--- config.mk ---
export PLATFORM = sky130hd
export DESIGN_NAME = per_stream_reorder_admit
export DESIGN_NICKNAME = d
export VERILOG_FILES = /design/src/hdl/psra_pkg.sv /design/src/hdl/psra_front.sv /design/src/hdl/psra_back.sv /design/src/hdl/per_stream_reorder_admit.sv
export SDC_FILE = /design/constraint.sdc
export NUM_CORES = 2
export LEC_CHECK = 0
export BUFFER_PORTS_ARGS = -buffer_cell sky130_fd_sc_hd__clkbuf_2
export CORE_MARGIN = 4
export CORE_UTILIZATION = 40
export CTS_BUF_LIST = sky130_fd_sc_hd__clkbuf_8
export CTS_CLUSTER_SIZE = 12
export DETAILED_ROUTE_END_ITERATION = 10
export SYNTH_ARGS = -nofsm -noshare
export SYNTH_HDL_FRONTEND = slang
export SYNTH_SLANG_ARGS = --single-unit
--- constraint.sdc ---
create_clock -name clk -period 34.1 [get_ports clk]
set_clock_uncertainty 0.2 [all_clocks]
set_input_delay 1.705 -clock clk [delete_from_list [all_inputs] [get_ports clk]]
set_output_delay 1.705 -clock clk [all_outputs]
set_load 0.01 [all_outputs]
--- src/hdl/psra_pkg.sv ---
// psra_pkg: shared types and constants for the per-stream reorder admit block.
// No dependencies.
package psra_pkg;

  localparam int unsigned NumStreamsDef = 16;
  localparam int unsigned MaxSweep      = 16;
  localparam logic [31:0] HoldWindowRst = 32'd1000;

  typedef enum logic [1:0] {
    KIND_ARRIVAL = 2'd0,
    KIND_TICK    = 2'd1,
    KIND_CLEAR   = 2'd2,
    KIND_NONE    = 2'd3
  } kind_t;

  typedef enum logic [1:0] {
    DEC_DROP    = 2'd0,
    DEC_HELD    = 2'd1,
    DEC_PUBLISH = 2'd2,
    DEC_EXPIRED = 2'd3
  } dec_t;

  // One command handed from the front part to the back part.
  typedef struct packed {
    kind_t       kind;
    logic [3:0]  stream;
    logic [31:0] seq;
    logic [31:0] item;
    logic [31:0] now;
  } cmd_t;

  // One result word, before the counters are attached.
  typedef struct packed {
    dec_t        dec;
    logic [3:0]  stream;
    logic [31:0] seq;
    logic [31:0] item;
    logic        last;
  } res_t;

endpackage

--- src/hdl/psra_front.sv ---
// psra_front: two-entry command queue in front of the back part.
// Depends on psra_pkg.
module psra_front import psra_pkg::*; (
  input  logic  clk,
  input  logic  rst_n,
  input  logic  in_valid,
  output logic  in_ready,
  input  cmd_t  in_cmd,
  output logic  q_valid,
  input  logic  q_ready,
  output cmd_t  q_cmd
);

  cmd_t q_mem_r [2];
  logic wp_r, rp_r;
  logic [1:0] cnt_r;

  assign in_ready = (cnt_r != 2'd2);
  assign q_valid  = (cnt_r != 2'd0);
  assign q_cmd    = q_mem_r[rp_r];

  always_ff @(posedge clk) begin
    if (in_valid && in_ready) begin
      q_mem_r[wp_r] <= in_cmd;
    end
    if (!rst_n) begin
      wp_r  <= 1'b0;
      rp_r  <= 1'b0;
      cnt_r <= 2'd0;
    end else begin
      if (in_valid && in_ready) wp_r <= ~wp_r;
      if (q_valid && q_ready) rp_r <= ~rp_r;
      cnt_r <= cnt_r + {1'b0, in_valid && in_ready} - {1'b0, q_valid && q_ready};
    end
  end

endmodule

--- src/hdl/psra_back.sv ---
// psra_back: per-stream state and the sequencer that carries out commands.
// Depends on psra_pkg.
module psra_back import psra_pkg::*; #(
  parameter int unsigned NUM_STREAMS = NumStreamsDef
) (
  input  logic        clk,
  input  logic        rst_n,
  input  logic        cfg_wr,
  input  logic [31:0] cfg_data,
  input  logic        q_valid,
  output logic        q_ready,
  input  cmd_t        q_cmd,
  output logic        res_valid,
  input  logic        res_ready,
  output res_t        res_r_o,
  output logic [31:0] held_cnt,
  output logic [31:0] exp_cnt
);

  localparam int unsigned SW = (NUM_STREAMS < MaxSweep) ? NUM_STREAMS : MaxSweep;
  localparam int unsigned IW = (NUM_STREAMS > 1) ? $clog2(NUM_STREAMS) : 1;

  typedef enum logic [2:0] {S_IDLE, S_EVAL, S_OUT, S_SWEEP, S_SOUT} state_t;

  state_t      state_r;
  cmd_t        cmd_r;
  logic [31:0] win_r;
  logic [NUM_STREAMS-1:0] mvalid_r, hvalid_r;
  logic [31:0] mnum_r  [NUM_STREAMS];
  logic [31:0] hnum_r  [NUM_STREAMS];
  logic [31:0] hitem_r [NUM_STREAMS];
  logic [31:0] htime_r [NUM_STREAMS];
  logic [31:0] held_r, exp_r;
  logic [4:0]  sidx_r;
  logic [4:0]  scnt_r;   // expired streams found by the counting pass
  logic [4:0]  left_r;   // expired results the release pass still has to send
  res_t        ov_res_r, res_r;
  logic        rv_r;
  // registered view of the addressed entry
  logic        e_mv_r, e_hv_r;
  logic [31:0] e_mn_r, e_hn_r, e_hi_r, e_ht_r;

  assign q_ready   = (state_r == S_IDLE);
  assign res_valid = rv_r;
  assign res_r_o   = res_r;
  assign held_cnt  = held_r;
  assign exp_cnt   = exp_r;

  logic [3:0]    sstr;
  logic [IW-1:0] q_idx, e_idx, sw_idx;
  logic          sw_exp;
  assign sstr   = sidx_r[3:0];
  assign q_idx  = IW'(q_cmd.stream);
  assign e_idx  = IW'(cmd_r.stream);
  assign sw_idx = IW'(sidx_r);
  // The swept stream holds a packet whose age has reached the window.
  assign sw_exp = hvalid_r[sw_idx] && ((cmd_r.now - htime_r[sw_idx]) >= win_r);

  // stream fits
  logic in_rng;
  assign in_rng = ({28'd0, cmd_r.stream} < NUM_STREAMS);

  always_ff @(posedge clk) begin
    logic        ld;
    logic        mv, mv_n, hv_n, hset, two;
    logic [31:0] mn, mn_n;
    logic [32:0] mn1;
    res_t        a, b;
    logic [3:0]  s;
    ld = 1'b0;
    if (!rst_n) begin
      state_r  <= S_IDLE;
      mvalid_r <= '0;
      hvalid_r <= '0;
      held_r   <= '0;
      exp_r    <= '0;
      rv_r     <= 1'b0;
      sidx_r   <= '0;
      scnt_r   <= '0;
      left_r   <= '0;
      win_r    <= HoldWindowRst;
    end else begin
      if (cfg_wr) win_r <= cfg_data;
      case (state_r)
        S_IDLE: begin
          if (q_valid) begin
            cmd_r <= q_cmd;
            if ({28'd0, q_cmd.stream} < NUM_STREAMS) begin
              e_mv_r <= mvalid_r[q_idx];
              e_hv_r <= hvalid_r[q_idx];
              e_mn_r <= mnum_r[q_idx];
              e_hn_r <= hnum_r[q_idx];
              e_hi_r <= hitem_r[q_idx];
              e_ht_r <= htime_r[q_idx];
            end
            case (q_cmd.kind)
              KIND_ARRIVAL: state_r <= S_EVAL;
              KIND_TICK: begin
                sidx_r  <= '0;
                scnt_r  <= '0;
                state_r <= S_SWEEP;
              end
              KIND_CLEAR: hvalid_r <= '0;
              default: ;
            endcase
          end
        end
        S_EVAL: begin
          if (!rv_r || res_ready) begin
            s    = cmd_r.stream;
            mv   = e_mv_r;
            mn   = e_mn_r;
            mv_n = e_mv_r;
            mn_n = e_mn_r;
            hv_n = e_hv_r;
            hset = 1'b0;
            two  = 1'b0;
            mn1  = '0;
            a    = '{DEC_DROP, s, cmd_r.seq, 32'd0, 1'b1};
            b    = a;
            if (!in_rng) begin
              // out-of-range stream: dropped, nothing changes
            end else if (e_hv_r && cmd_r.seq == e_hn_r) begin
              // duplicate of the held packet
            end else if (e_hv_r && cmd_r.seq < e_hn_r) begin
              if (!(e_mv_r && cmd_r.seq < e_mn_r)) begin
                a    = '{DEC_PUBLISH, s, cmd_r.seq, cmd_r.item, 1'b1};
                mv_n = 1'b1;
                mn_n = cmd_r.seq;
                if ({1'b0, e_hn_r} == {1'b0, cmd_r.seq} + 33'd1) begin
                  a.last = 1'b0;
                  two  = 1'b1;
                  b    = '{DEC_PUBLISH, s, e_hn_r, e_hi_r, 1'b1};
                  hv_n = 1'b0;
                  mn_n = e_hn_r;
                end
              end
            end else begin
              if (e_hv_r) begin
                // flush the held packet first; the mark only moves forward
                two  = 1'b1;
                a    = '{DEC_PUBLISH, s, e_hn_r, e_hi_r, 1'b0};
                hv_n = 1'b0;
                if (!(e_mv_r && e_hn_r < e_mn_r)) mn = e_hn_r;
                mv = 1'b1;
              end
              mn1  = {1'b0, mn} + 33'd1;
              mv_n = 1'b1;
              mn_n = mn;
              if (mv && cmd_r.seq < mn) begin
                b = '{DEC_DROP, s, cmd_r.seq, 32'd0, 1'b1};
              end else if (!mv || {1'b0, cmd_r.seq} <= mn1) begin
                b    = '{DEC_PUBLISH, s, cmd_r.seq, cmd_r.item, 1'b1};
                mn_n = cmd_r.seq;
              end else begin
                b    = '{DEC_HELD, s, cmd_r.seq, 32'd0, 1'b1};
                hv_n = 1'b1;
                hset = 1'b1;
              end
              if (!two) a = b;
            end
            if (in_rng) begin
              mvalid_r[e_idx] <= mv_n;
              mnum_r[e_idx]   <= mn_n;
              hvalid_r[e_idx] <= hv_n;
            end
            if (hset) begin
              hnum_r[e_idx]  <= cmd_r.seq;
              hitem_r[e_idx] <= cmd_r.item;
              htime_r[e_idx] <= cmd_r.now;
              held_r         <= held_r + 32'd1;
            end
            res_r    <= a;
            ld       = 1'b1;
            ov_res_r <= b;
            state_r  <= two ? S_OUT : S_IDLE;
          end
        end
        S_OUT: begin
          if (!rv_r || res_ready) begin
            res_r   <= ov_res_r;
            ld      = 1'b1;
            state_r <= S_IDLE;
          end
        end
        S_SWEEP: begin
          // Counting pass, one stream per cycle. The expired counter takes its
          // final value before the first result of the sweep is shown.
          if (sidx_r == 5'(SW)) begin
            if (scnt_r == 5'd0) begin
              state_r <= S_IDLE;
            end else if (!rv_r || res_ready) begin
              exp_r   <= exp_r + {27'd0, scnt_r};
              left_r  <= scnt_r;
              sidx_r  <= '0;
              state_r <= S_SOUT;
            end
          end else begin
            if (sw_exp) scnt_r <= scnt_r + 5'd1;
            sidx_r <= sidx_r + 5'd1;
          end
        end
        S_SOUT: begin
          // Release pass: the same streams expire again, so the count tells
          // which result is the last one.
          if (left_r == 5'd0) begin
            state_r <= S_IDLE;
          end else if (!rv_r || res_ready) begin
            if (sw_exp) begin
              res_r <= '{DEC_EXPIRED, sstr, hnum_r[sw_idx], hitem_r[sw_idx],
                         left_r == 5'd1};
              ld = 1'b1;
              left_r <= left_r - 5'd1;
              hvalid_r[sw_idx] <= 1'b0;
              mvalid_r[sw_idx] <= 1'b1;
              if (!(mvalid_r[sw_idx] && hnum_r[sw_idx] < mnum_r[sw_idx]))
                mnum_r[sw_idx] <= hnum_r[sw_idx];
            end
            sidx_r <= sidx_r + 5'd1;
          end
        end
        default: state_r <= S_IDLE;
      endcase
      if (ld) rv_r <= 1'b1;
      else if (rv_r && res_ready) rv_r <= 1'b0;
    end
  end

endmodule

--- src/hdl/per_stream_reorder_admit.sv ---
// per_stream_reorder_admit: top level, front queue plus back sequencer.
// Depends on psra_pkg, psra_front, psra_back.
//
// channel | dir | fields (low bit up)
// in_     | in  | tuser: kind[1:0]; tdata: stream[3:0], seq[35:4], item[67:36],
//         |     |        now[99:68], zero fill to 104
// out_    | out | tuser: decision[1:0]; tlast: last; tdata: stream[3:0],
//         |     |        seq, item, held_count_total, expired_count_total
// cfg_    | in  | hold window in ticks, written when cfg_wr is high
//
// An arrival goes through a load step and a decide step in the back part,
// plus an output step when a held packet comes out with it. A sweep makes
// a counting pass over min(NUM_STREAMS,16) streams and, if a hold expired,
// a release pass up to the last expired one, one stream per cycle in each
// (the release pass only while the output does not stall). A clear is done
// as it is taken. Reset is synchronous; marks and holds start invalid,
// counters at zero. A word waiting on out_tready holds back the next word of
// the back part; the two-entry front queue keeps accepting words until full.
module per_stream_reorder_admit import psra_pkg::*; #(
  parameter int unsigned NUM_STREAMS = NumStreamsDef
) (
  input  logic         clk,
  input  logic         rst_n,
  input  logic         in_tvalid,
  output logic         in_tready,
  input  logic [1:0]   in_tuser,   // kind
  input  logic [103:0] in_tdata,   // stream, seq, item, now, zero fill
  output logic         out_tvalid,
  input  logic         out_tready,
  output logic [1:0]   out_tuser,  // decision
  output logic         out_tlast,
  output logic [135:0] out_tdata,  // stream, seq, item, held, expired, zero fill
  input  logic         cfg_wr,
  input  logic [31:0]  cfg_data
);

  cmd_t in_cmd, q_cmd;
  logic q_valid, q_ready;
  res_t res;
  logic [31:0] held_cnt, exp_cnt;

  assign in_cmd = '{kind_t'(in_tuser), in_tdata[3:0], in_tdata[35:4],
                    in_tdata[67:36], in_tdata[99:68]};

  psra_front u_front (
    .clk, .rst_n, .in_valid(in_tvalid), .in_ready(in_tready), .in_cmd,
    .q_valid, .q_ready, .q_cmd
  );

  psra_back #(.NUM_STREAMS(NUM_STREAMS)) u_back (
    .clk, .rst_n, .cfg_wr, .cfg_data, .q_valid, .q_ready, .q_cmd,
    .res_valid(out_tvalid), .res_ready(out_tready), .res_r_o(res),
    .held_cnt, .exp_cnt
  );

  // Counters are always final for the word shown: the back part changes a
  // counter only when no earlier word is waiting, and before the first word
  // of its command comes out.
  assign out_tuser = res.dec;
  assign out_tlast = res.last;
  assign out_tdata = {4'd0, exp_cnt, held_cnt, res.item, res.seq, res.stream};

`ifndef SYNTHESIS
  a_hold_stable: assert property (@(posedge clk) disable iff (!rst_n)
    out_tvalid && !out_tready |=> out_tvalid && $stable(out_tuser))
    else $error("result changed while stalled");
  a_no_accept_full: assert property (@(posedge clk) disable iff (!rst_n)
    !in_tready |-> !(q_valid == 1'b0))
    else $error("queue full but empty");
  a_drop_no_item: assert property (@(posedge clk) disable iff (!rst_n)
    out_tvalid && (out_tuser == DEC_DROP || out_tuser == DEC_HELD) |->
    out_tdata[67:36] == 32'd0)
    else $error("item on drop or hold");
`endif

endmodule

# After elaboration in Yosys (flattened, before gate mapping)
# Memory sizes are Yosys's and may differ from the RTL's. A register that Yosys moved wholly into a read port is not among the register bits.
# Index checks and enable logic that the tools add are counted.
[classes]
addsub = 10
n_reduce_logical = 41
mux = 165
n_lt_le_gt_ge = 12
eq_ne = 29
bitwise = 6
[ops]
columns = ["op", "count"]
rows = [
  ["$mux 71", 15],
  ["$mux 32", 17],
  ["$pmux 71 s3", 1],
  ["$lt 32x32->1", 5],
  ["$mux 16", 10],
  ["$mux 5", 15],
  ["$mux 1", 73],
  ["$mux 69", 1],
  ["$add 32x1->33 const B", 2],
  ["$pmux 16 s3", 1],
  ["$mux 4", 9],
  ["$reduce_and 7->1", 5],
  ["$eq 32x33->1", 1],
  ["$le 32x33->1", 1],
  ["$add 32x1->32 const B", 1],
  ["$add 32x5->32", 1],
  ["$bwmux 16", 2],
  ["$eq 32x32->1", 1],
  ["$ge 32x32->1", 1],
  ["$pmux 16 s2", 1],
  ["$reduce_or 32->1", 1],
  ["$sub 32x32->32", 1],
  ["$ne 2x1->1 const B", 11],
  ["$mux 3", 7],
  ["41 further kinds", 80],
]
[word_totals]
input_bits = 143
regBits = 395
elab_cells = 297
ramBits = 2252
memories = 5
output_inout_bits = 141
[mem_list]
columns = ["name", "depth", "width", "rd", "rd_ports_with_merged_regs", "wr", "line", "source"]
rows = [
  ["u_back.hitem_r", 16, 32, 2, 2, 1, "psra_back.sv:31", "logic [31:0] hitem_r [NUM_STREAMS];"],
  ["u_back.hnum_r", 16, 32, 2, 2, 1, "psra_back.sv:30", "logic [31:0] hnum_r [NUM_STREAMS];"],
  ["u_back.htime_r", 16, 32, 1, 1, 1, "psra_back.sv:32", "logic [31:0] htime_r [NUM_STREAMS];"],
  ["u_back.mnum_r", 16, 32, 2, 2, 1, "psra_back.sv:29", "logic [31:0] mnum_r [NUM_STREAMS];"],
  ["u_front.q_mem_r", 2, 102, 1, 1, 1, "psra_front.sv:14", "cmd_t q_mem_r [2];"],
]

# Longest topological paths before layout
[depth]
word_depth = 24
ltp_mapped = 32
ltp_nobuf = 26

# By module
# Synthesis repeated with hierarchy kept, for this count alone.
[hier_totals]
hier_cells = 7064
area_unflattened_um2 = 127031.8
[by_module_without_submodules]
columns = ["mod", "area_each_um2", "seq_area_each_um2", "cells_per_inst", "instances"]
rows = [
  ["psra_back", 119081.7, 74701.6, 6718, 1],
  ["psra_front", 7916.3, 6226.0, 341, 1],
  ["per_stream_reorder_admit", 33.8, 0.0, 5, 1],
]

# Worst setup path before layout
# OpenSTA, ideal clock, no wires.
[synth_timing]
path_kind = "in2reg"
start = "input port rst_n"
end = "register u_back.cmd_r[0] (netlist name) (enable)"
t_arrival_ns = 21.033
n_path_buf = 2
setup_ns = 1.241
required_ns = 32.659
path_stages = 4
slack_ns = 11.626
path_cell_list = "clkbuf_1 -> inv_2 -> clkbuf_1 -> nor4_1"
[synth_between]
elab_chain_len = 1
[synth_rtl]
columns = ["element", "line", "source"]
rows = [
  ["from (decl)", "per_stream_reorder_admit.sv:23", "input logic rst_n,"],
  ["$reduce_and 3->1 (no line)", "n/a", ""],
  ["to (signal assigned)", "psra_back.sv:87", "cmd_r <= q_cmd;"],
  ["to (decl)", "psra_back.sv:26", "cmd_t cmd_r;"],
]
# No other way between the ends.
# A chain may end at the register's enable or synchronous reset.

==> qor.txt <==
outcome = finished, final reports clean
Vias = 87.5k
Mapped Cells = 9408
Ys Warns = 0
IO Port Bufs = 275
period utilization = 34.4%
Max-slew headroom = 5.42%
slowest stage cell, crit path = a2111oi_0
Syn Area/Cell = 13.7 sq um
max incr delay on CP = 1.08 ns
GPL Wtd Cong = 0.932
multi-input logic area = 45100 sq um
crit-path leading delay family = compound AO/OA/AOI/OAI gates
combinational power share = 27.7%
DR WL/cell = 28.2 microns
full die area = 332000 sq um
CP Capture Type = flop
most used flip-flop cell after synthesis = edfxtp_1
Synth Register Bits = 2747
post-synth cell types = 94
Clk pwr share = 28.2%
nets = 10.2k
clk slew on worst S/H paths = 0.06 ns
HP Class = reg -> reg
required time worst endpoint = 34.55 ns
Die X = 576 microns
num ports = 284
Pint = 6.47 mW
FP Rows = 208
max-slew violations = 0
Post-Synth XOR/XNOR Area = 0.829%
post-route worst setup slack = 22.38 ns
Initial Utilization = 40.2%
CTS Buffer Depth = 4
Critical Path Start Type = flop
hold buffers post-CTS = 0
share of cells above drive strength 1 = 19.6%
DRC = 0
core area = 321000 sq um
DRT Pass-1 Iters = 8
Reg power frac = 44.1%
Switching Fraction = 35.4%
Pleak = 48.9 nW
largest family of logic cells by synthesized area = multiplexers
ys async rst share = 0%
Worst Tran Pin Value = 1.42 ns
CTS tree = built
root buffer cell = clkbuf_8
first-pass GRT wire length = 591 mm
Fillers = 28.4k
Overall Global Routing Usage = 23.8%
Final Hold Viols = 0
proportion of synthesized area in mux cells = 13.0%
RSZ-0062 raised after global routing = false
number of max-cap violations = 0
Critical Path AT = 12.17 ns
Worst Path Buf+Inv = 6
CP dominant cell by count = buf_4
total setup buffers inserted after CTS = 0
vias in the first global route = 87.5k
post-route ant nets = 0
Detailed Place HPWL = 233 mm
Post-Synth Adder-Cell Area = 2.65%
sequential share of the synthesized area = 62.8%
Setup Viol. Count Final = 0
Clock Latency Late Sink = 1.17 ns
Die Height = 576 microns
synthesized area = 129000 sq um
# resized after CTS = 0
Num CTS Buffers = 458
Highest Clock Rate = 85.3 MHz
Remaining Overflow, GRT = 0
largest net degree at the start of global routing = 166
Layout area overhead = 12.0%
Finished Core Util = 45.0%
Sw Pwr = 3.55 mW
Power Dens Cells = 69.4 nW/um^2
vias per cell = 6.06
type of the worst setup path = reg -> reg
number of flops mapped to enable cells by yosys = 2591
Seq. cell area = 80900 sq um
Post-Synth Simple-Gate Area = 11.6%
final WL = 407 mm
Place WS = 22.46 ns
Initial DRC Count = 11.0k
Tmin final = 11.72 ns
setup total negative slack = 0 ns
post-synthesis compound-gate area fraction = 6.46%
CP max FO = 106
H-Tree Depth = 5
initial antenna violation count = 23
clock sink total = 2747
IR drop worst, VDD = 0.0000670 V
-- cell usage in the layout (no fill, tap or decap), types with 77 or more instances in the layout --
cell,instances
a31oi_1,124
xnor2_1,77
clkbuf_8,468
clkinv_1,114
a311oi_1,198
edfxtp_1,2591
buf_4,226
mux2i_1,97
inv_1,367
and3_1,120
o21ai_0,157
clkbuf_2,275
mux4_2,639
a21oi_1,227
mux2_2,123
nand3_1,862
nor2_1,234
dfxtp_1,151
nand2_1,1766
ha_1,270
-- cell families after synthesis --
logic type,Yosys count
adder cells (fa/ha/maj),272
AO/OA/AOI/OAI,1172
multiplexers,864
flip-flops,2747
XOR/XNOR,122
AND/OR/NAND/NOR,3359
other,1
buffers and inverters,871
-- per-layer routing --
metal / GRT usage (%) / share of wire, % / vias to the layer above
met5: 0 / 0.017 / -
met4: 9.53 / 4.1 / 10
met3: 4.06 / 9.2 / 967
met2: 37.4 / 46 / 4766
met1: 33.1 / 41 / 44600
li1: - / - / 37200
-- area by class of cell --
type / instances / share of cell area (%)
clock inverters: 378 / 1.62
inverters: 228 / 0.607
repair buffers: 513 / 2.29
diodes: 9 / 0.0156
flip-flops and latches: 2747 / 56.1
well taps: 4305 / 3.73
multi-input cells: 5793 / 31.2
clock buffers: 468 / 4.46
-- synth_stat cells, drive strengths merged, types with 75 or more instances --
| cell type | count | area [sq um] |
|---|---|---|
| mux2 | 124 | 1400 |
| a22o | 76 | 666 |
| nand4 | 75 | 488 |
| a311oi | 198 | 1730 |
| inv | 226 | 848 |
| edfxtp | 2591 | 77800 |
| nand2 | 1767 | 6630 |
| nor2 | 270 | 1020 |
| xnor2 | 77 | 674 |
| and3 | 122 | 763 |
| o21ai | 161 | 806 |
| clkbuf | 504 | 1890 |
| mux4 | 639 | 14400 |
| buf | 139 | 622 |
| mux2i | 101 | 1010 |
| a31oi | 124 | 776 |
| ha | 270 | 3380 |
| nand3 | 865 | 4350 |
| a21oi | 228 | 1140 |
| dfxtp | 156 | 3120 |
-- worst reg2reg max path: cells and delay by family, from the launching register on --
| family | cells | cell delay (ns) |
|---|---|---|
| buf+inv | 6 | 3.05 |
| xor+xnor | 1 | 0.17 |
| flops | 1 | 0.67 |
| mux | 2 | 1.22 |
| fa+ha+maj | 2 | 0.62 |
| simple gates | 8 | 2.21 |
| compound gates | 8 | 3.09 |
-- sequential cells by signal (all words and copies together), names as in the netlist, 16 cells and up, named ones only --
register	count
u_back.hnum_r	512
u_back.hitem_r	512
u_back.e_hn_r	32
u_back.e_mn_r	32
u_back.res_r_o	71
u_back.hvalid_r	16
u_back.e_hi_r	32
u_back.htime_r	512
u_back.mvalid_r	16
u_back.win_r	32
u_back.ov_res_r	70
u_back.cmd_r	96
u_back.mnum_r	512
u_back.exp_cnt	32
u_back.held_cnt	32
u_front.q_mem_r	204
-- metrics by stage --
step | instance area (sq um) | hold WS (ns) | std cells | total power, mW
6_report | 144000 | 0.268 | 14400 | 10.0
5_1_grt | 144000 | 0.299 | 14400 | 10.5
4_1_cts | 144000 | 0.275 | 14400 | 10.1
3_5_place_dp | 136000 | 0.267 | 13600 | 7.21
3_3_place_gp | 136000 | 0.254 | 13600 | 7.15
2_1_floorplan | 129000 | 0.241 | 9411 | 6.13
-- power by group through the flow --
stage | combinational [mW] | clock, mW | sequential, mW
after floorplan | 1.66 | 0 | 4.48
after global placement | 2.68 | 0 | 4.47
after detailed placement | 2.73 | 0 | 4.49
after CTS | 2.74 | 2.89 | 4.42
after global routing | 2.99 | 3.05 | 4.44
final | 2.77 | 2.83 | 4.42
-- path summary, 6_finish.rpt --
check	slack, ns	from	end	depth (start not counted)
min	0.27	u_back.left_r[1]	u_back.left_r[1]	2
max	22.38	flop	u_back.mnum_r[14][5]	27
max reg2reg	22.38	flop	u_back.mnum_r[14][5]	27
min reg2reg	0.27	u_back.left_r[1]	u_back.left_r[1]	2
Power figures use the tool's default switching activity.
